--- config.mk ---
export PLATFORM = sky130hd
export DESIGN_NAME = ggbs_ctrl
export DESIGN_NICKNAME = d
export VERILOG_FILES = /design/src/design/ggbs_pkg.sv /design/src/design/ggbs_ctrl.sv
export SDC_FILE = /design/constraint.sdc
export NUM_CORES = 1
export LEC_CHECK = 0
export BUFFER_PORTS_ARGS = -buffer_cell sky130_fd_sc_hd__buf_2
export CAP_MARGIN = 5
export CORE_ASPECT_RATIO = 1.25
export CORE_MARGIN = 3
export CORE_UTILIZATION = 25
export DETAILED_ROUTE_END_ITERATION = 12
export PLACE_DENSITY = 0.48
export SYNTH_ARGS = -nofsm -noshare
export SYNTH_HDL_FRONTEND = slang
export SYNTH_SLANG_ARGS = --single-unit
--- constraint.sdc ---
create_clock -name clk -period 1.2 [get_ports clk]
set_input_delay 0.12 -clock clk [delete_from_list [all_inputs] [get_ports clk]]
set_output_delay 0.12 -clock clk [all_outputs]
set_load 0.005 [all_outputs]
--- src/design/ggbs_pkg.sv ---
// Shared types and constants for the elevation grid sampler.
// No dependencies; the design files that use it refer to it by scoped names.
package ggbs_pkg;

    localparam int MAX_COLUMNS = 256;
    localparam int MAX_ROWS    = 256;

    localparam int COL_IDX_BITS = $clog2(MAX_COLUMNS);
    localparam int ROW_IDX_BITS = $clog2(MAX_ROWS);
    localparam int GRID_DEPTH   = MAX_COLUMNS * MAX_ROWS;
    localparam int ADDR_BITS    = $clog2(GRID_DEPTH);

    localparam logic [ADDR_BITS-1:0] COL_STRIDE = ADDR_BITS'(MAX_COLUMNS);

    localparam int CFG_IDX_BITS  = 3;
    localparam int CFG_DATA_BITS = 32;

    // Register indexes of the configuration port
    localparam logic [CFG_IDX_BITS-1:0] REG_ORIGIN_LON  = 3'd0;
    localparam logic [CFG_IDX_BITS-1:0] REG_ORIGIN_LAT  = 3'd1;
    localparam logic [CFG_IDX_BITS-1:0] REG_PPD_X       = 3'd2;
    localparam logic [CFG_IDX_BITS-1:0] REG_PPD_Y       = 3'd3;
    localparam logic [CFG_IDX_BITS-1:0] REG_COLS_IN_USE = 3'd4;
    localparam logic [CFG_IDX_BITS-1:0] REG_ROWS_IN_USE = 3'd5;
    localparam logic [CFG_IDX_BITS-1:0] REG_NODATA_IN   = 3'd6;
    localparam logic [CFG_IDX_BITS-1:0] REG_NODATA_OUT  = 3'd7;

    // Operation codes
    localparam logic OP_LOAD  = 1'b0;
    localparam logic OP_QUERY = 1'b1;

    typedef struct packed {
        logic       capture;
        logic       load_write;
        logic       diff_en;
        logic       mul_en;
        logic       mul_y;
        logic       check_x;
        logic       check_y;
        logic       rd_en;
        logic [1:0] sel;
        logic       term_en;
        logic       acc_clr;
        logic       acc_en;
        logic       out_load;
    } ggbs_cmd_t;

    typedef struct packed {
        logic in_range;
    } ggbs_stat_t;

endpackage

--- src/design/ggbs_ctrl.sv ---
// Controller state machine: accepts loads and sequences query mapping, cell reads and blend.
// Depends on ggbs_pkg for the command and status types.
module ggbs_ctrl (
    input  logic                clk,
    input  logic                rst_n,
    input  logic                req_valid,
    input  logic                req_operation,
    output logic                req_ready,
    input  logic                res_ready,
    output logic                res_valid,
    input  ggbs_pkg::ggbs_stat_t stat,
    output ggbs_pkg::ggbs_cmd_t  cmd
);

    localparam logic [2:0] S_IDLE   = 3'd0;
    localparam logic [2:0] S_DIFF   = 3'd1;
    localparam logic [2:0] S_MULX   = 3'd2;
    localparam logic [2:0] S_MULY   = 3'd3;
    localparam logic [2:0] S_CHECK  = 3'd4;
    localparam logic [2:0] S_READ   = 3'd5;
    localparam logic [2:0] S_DRAIN  = 3'd6;
    localparam logic [2:0] S_FINISH = 3'd7;

    logic [2:0] state_reg, state_next;
    logic [1:0] cnt_reg, cnt_next;
    logic       term_v_reg, acc_v_reg;
    logic       res_valid_reg, res_valid_next;

    always_comb
    begin
        state_next = state_reg;
        cnt_next   = cnt_reg;
        cmd        = '0;
        req_ready  = 1'b0;
        cmd.term_en = term_v_reg;
        cmd.acc_en  = acc_v_reg;
        unique case (state_reg)
            S_IDLE:
            begin
                req_ready = 1'b1;
                if (req_valid && req_operation == ggbs_pkg::OP_QUERY)
                begin
                    cmd.capture = 1'b1;
                    state_next  = S_DIFF;
                end
                else if (req_valid && req_operation == ggbs_pkg::OP_LOAD)
                begin
                    cmd.load_write = 1'b1;
                end
            end
            S_DIFF:
            begin
                cmd.diff_en = 1'b1;
                state_next  = S_MULX;
            end
            S_MULX:
            begin
                cmd.mul_en = 1'b1;
                state_next = S_MULY;
            end
            S_MULY:
            begin
                cmd.mul_en  = 1'b1;
                cmd.mul_y   = 1'b1;
                cmd.check_x = 1'b1;
                state_next  = S_CHECK;
            end
            S_CHECK:
            begin
                cmd.check_y = 1'b1;
                cmd.acc_clr = 1'b1;
                cnt_next    = 2'd0;
                state_next  = stat.in_range ? S_READ : S_FINISH;
            end
            S_READ:
            begin
                cmd.rd_en = 1'b1;
                cmd.sel   = cnt_reg;
                cnt_next  = cnt_reg + 2'd1;
                if (cnt_reg == 2'd3)
                begin
                    state_next = S_DRAIN;
                end
            end
            S_DRAIN:
            begin
                // wait for the last product and its accumulation
                cnt_next = cnt_reg + 2'd1;
                if (cnt_reg == 2'd1)
                begin
                    cnt_next   = 2'd0;
                    state_next = S_FINISH;
                end
            end
            S_FINISH:
            begin
                if (!res_valid_reg || res_ready)
                begin
                    cmd.out_load = 1'b1;
                    state_next   = S_IDLE;
                end
            end
            default:
            begin
                state_next = S_IDLE;
            end
        endcase
    end

    always_comb
    begin
        res_valid_next = res_valid_reg;
        if (cmd.out_load)
        begin
            res_valid_next = 1'b1;
        end
        else if (res_ready)
        begin
            res_valid_next = 1'b0;
        end
    end

    assign res_valid = res_valid_reg;

    always_ff @(posedge clk or negedge rst_n)
    begin
        if (!rst_n)
        begin
            state_reg     <= S_IDLE;
            cnt_reg       <= 2'd0;
            term_v_reg    <= 1'b0;
            acc_v_reg     <= 1'b0;
            res_valid_reg <= 1'b0;
        end
        else
        begin
            state_reg     <= state_next;
            cnt_reg       <= cnt_next;
            term_v_reg    <= cmd.rd_en;
            acc_v_reg     <= term_v_reg;
            res_valid_reg <= res_valid_next;
        end
    end

endmodule

After elaboration in Yosys (flattened, before gate mapping). Cells that the tools add are included.

Flip-flop bits (word level): 8. Bits in latches: 0. Bits in writable memories: 0. Memory bits (read-only): 0. Input port bits: 6. Output and inout bits: 16. Word-level logic and storage cells: 51. Memories: 0.

Add/subtract/negate cells: 1. $mul: 0. Divide/modulo/power cells: 0. $lt $le $gt $ge: 0. Equal/unequal tests: 13. Shifts and indexed selects: 0. Muxes and demuxes: 22. Bitwise gates (word level): 1. Reduce and logical (&&, ||, !) cells: 9.

Operator list (number): one-hot mux 3 bit (8 select lines) (1); two-way mux 3 bit (5); equality test 3 bit, second input constant (4); two-way mux 1 bit (11); two-way mux 2 bit (4); inequality test 2 bit, second input constant (4); equality test 3 x 2 -> 1 bit, second input constant (2); one-hot mux 2 bit (3 select lines) (1); AND reduction 4 bit (1); equality test 3 x 1 -> 1 bit, second input constant (1); zero test 3 bit (1); nonzero test 3 bit (1); adder 2 x 1 -> 2 bit, second input constant (1); equality test 2 x 1 -> 1 bit, second input constant (1); equality test 2 bit, second input constant (1); logical AND 1 bit (2); nonzero test 2 bit (1); OR reduction 2 bit (1); zero test 1 bit (1); logical OR 1 bit (1); inverter 1 bit (1).

Logic depth before layout (Yosys ltp).
Depth after elaboration: 5. Gate-level depth with buffers: 5. Depth with buffers taken out: 5.

Least setup slack after synthesis. No wires, ideal clock.

Path kind: reg2reg. Start point: reg cnt_reg[0]. End point: reg state_reg[0]. Setup time: 121 ps. Arrival time: 1058 ps. Required time: 1079 ps. Setup slack: 21 ps. Stages on the path, launching flop included: 5. Buffers on the path: 0. Cells stage by stage: dfrtp_1 ha_1 and2b_1 o22ai_1 a22o_1.

Cells in the longest elaborated chain, start to end: 3. Elaborated cells on any way between the ends: 5. Those cells by class: eq/ne: 4; reduce/logical: 1.

RTL lines: start, declared (RTL line ggbs_ctrl.sv:25) `logic [1:0] cnt_reg, cnt_next;`; start signal, assigned (RTL line ggbs_ctrl.sv:138) `cnt_reg <= cnt_next;`; equality test 2 x 1 -> 1 bit / equality test 2 bit (equally long branches) (RTL line ggbs_ctrl.sv:89, ggbs_ctrl.sv:80); inequality test 2 bit (no source line); AND reduction 4 bit (no source line) *; end signal, assigned (RTL line ggbs_ctrl.sv:137) `state_reg <= state_next;`; end, declared (RTL line ggbs_ctrl.sv:24) `logic [2:0] state_reg, state_next;`.

Every way passes the cells marked *; elsewhere a longest branch is shown, timed or not. A chain may end at the register's enable or synchronous reset.

==> qor.txt <==
outcome: finished with violations
failing checks: setup timing
setup ws final: -0.107 ns
GPL Wtd Cong: 0.747
worst hold path depth: 3
Post-Syn Instances: 60
RSZ-0062 raised after global routing: yes
RR Endpoint: state_reg[0]
minimum clock period: 1.31 ns
Mapped Nets: 69
row count: 18
YS warnings: 0
die height: 57.9 um
Worst setup EP type: output pin
DP Wirelength: 962 um
RR Startpoint: cnt_reg[0]
Startpoint Class: flop
Setup Crit Path Kind: flop to output pin
synthesized flop and latch total: 8
largest net degree at the start of global routing: 9
hold wc startpoint: res_ready
top post-synthesis cells by count: 8 x dfrtp_1, 6 x buf_4, 6 x nand2_1
vias per cell: 4.77
r2r setup slk: -0.04 ns
worst endpoint required time: 1.08 ns
Max-slew headroom: 0.853
max FFs per register: 3
Yosys cell types: 24
GR Overflow Total: 0
endpoints failing setup: 14
number of synthesized flops with an enable pin: 0
vias in the first global route: 566
Clock Latency Late Sink: 0.26 ns
total wire length: 1560 um
Worst Path Max Fanout: 7
Max H-tree Level: 1
core box area: 2000 um^2
nets: 106
I/O Buffers: 21
peak supply drop: 0.951 mV
CTS clk-pin slew, worst paths: 0.07 ns
Peak Freq: 765 MHz
total CTS buffers: 3
final hold violations: 0
Post-Syn Area: 539 um^2
routed length per instance: 13.6 um
antenna violations before repair: 0
ratio of cells with drive above 1 in the final layout: 0.684
post-synth top area share: 0.371
top cells by area, synth: dfrtp_1 37%, buf_4 8.4%, ha_1 7.0%
Fin Setup TNS: -0.946 ns
I/O pin cnt: 22
Cell Pwr Density: 2790 nW/um^2
Seq/Total Area, Yosys: 0.371
initial DRC count: 4
Post-Place Setup Slack: -0.0249 ns
DRC: 0
clock sink total: 8
Slew @ Worst Pin: 0.220 ns
post-route ant nets: 0
Worst EP arrival: 1.19 ns
Post-synth ARST share: 1.00
global-route wire length before repair: 2500 um
die width: 47.5 um
hold endpoint: res_valid
Clock Path Buffers: 2
Worst Hold Class: input pin to flop
Initial Util: 0.269
total number of vias: 549
n_diodes: 0
largest area contributor in the netlist: dfrtp_1
TritonCTS clock tree: yes
GR Util All Layers: 0.122
fin. max-slew vios: 0
Top FF cell, synth: dfrtp_1
count leader, synth: dfrtp_1
clk_skew: 0.0126 ns
router iterations before antenna repair: 4
LEAKAGE: 0.457 nW
Tcrit/Tclk final: 1.09
Max Cap Viol: 0
Hold Slack: 0.209 ns
Die ar.: 2750 um^2
Worst R2R Path Depth: 4
Area Growth Syn to Fin: 64.3%
Synth Area per Inst: 8.99 um^2
root buf cell: clkbuf_4
-- cell families after synthesis --
logic type / count (synthesis) / synth area share
simple gates: 26 / 0.258
compound gates: 12 / 0.155
buf+inv: 11 / 0.146
flops: 8 / 0.371
fa+ha+maj: 3 / 0.0696
-- cell usage in the layout (no fill, tap or decap), types with 2 or more instances in the layout --
cell and instances:
buf_2 21, buf_4 15, nand2_1 5, dfrtp_1 5, nor2_2 3, nor2_1 3, and2b_1 3, a22o_1 3
clkbuf_4 3, buf_6 3, dfrtp_2 3, nor3_4 2, a21oi_1 2, nand2b_4 2, ha_4 2
-- what timing repair did --
item                                    CTS  global route
hold buffers                              1             0
resized for setup                         9            20
endpoints found under the setup margin   14            17
cloned                                    0             0
endpoints found under the hold margin     8             0
pin swaps                                 3             7
setup buffers                             8             2
-- power by group --
part,internal [mW],switching [mW]
sequential,0.408,0.173
combinational,0.916,0.756
clock,0.115,0.100
-- metal layers --
| layer | track usage | part of all wire |
|---|---|---|
| met5 | 0 | 0 |
| met2 | 0.195 | 0.49 |
| met4 | 0.0577 | 0.034 |
| met1 | 0.160 | 0.41 |
| met3 | 0.0124 | 0.056 |
-- cell type report --
class | instances | area, um^2
Tap cell | 20 | 25.0
Inverter | 3 | 13.8
Clock buffer | 3 | 22.5
Multi-Input combinational cell | 41 | 359
Sequential cell | 8 | 204
Timing Repair Buffer | 40 | 262
Fill cell | 198 | 1120
-- worst max-delay path by stage --
stage | startpoint | end | slack, ns | cells after the start
floorplan | cnt_reg[0] | state_reg[0] | 0.02 | 4
global placement | cnt_reg[1] | state_reg[0] | -0.009 | 5
detailed placement | state_reg[2] | cmd[2] | -0.02 | 3
finish | state_reg[0] | cmd[5] | -0.11 | 3
global route | state_reg[0] | cmd[5] | -0.20 | 3
CTS | state_reg[2] | cmd[13] | -0.10 | 3
-- per-stage QoR --
stage                     instances  utilization  cell area, um^2  total power, mW
final                           115        0.442              886             2.47
after global routing            115        0.442              886             2.67
after CTS                       113        0.390              782             2.10
after detailed placement        101        0.330              662             1.58
after global placement          101        0.330              662             1.56
after floorplan                  60            -              539             1.26
-- worst max-delay path, stage by stage (launching register included) --
cell     delay, ns
dfrtp_2       0.47
nand2_1       0.17
nor3_1        0.15
buf_2         0.14
(Power assumes the default switching activity.)
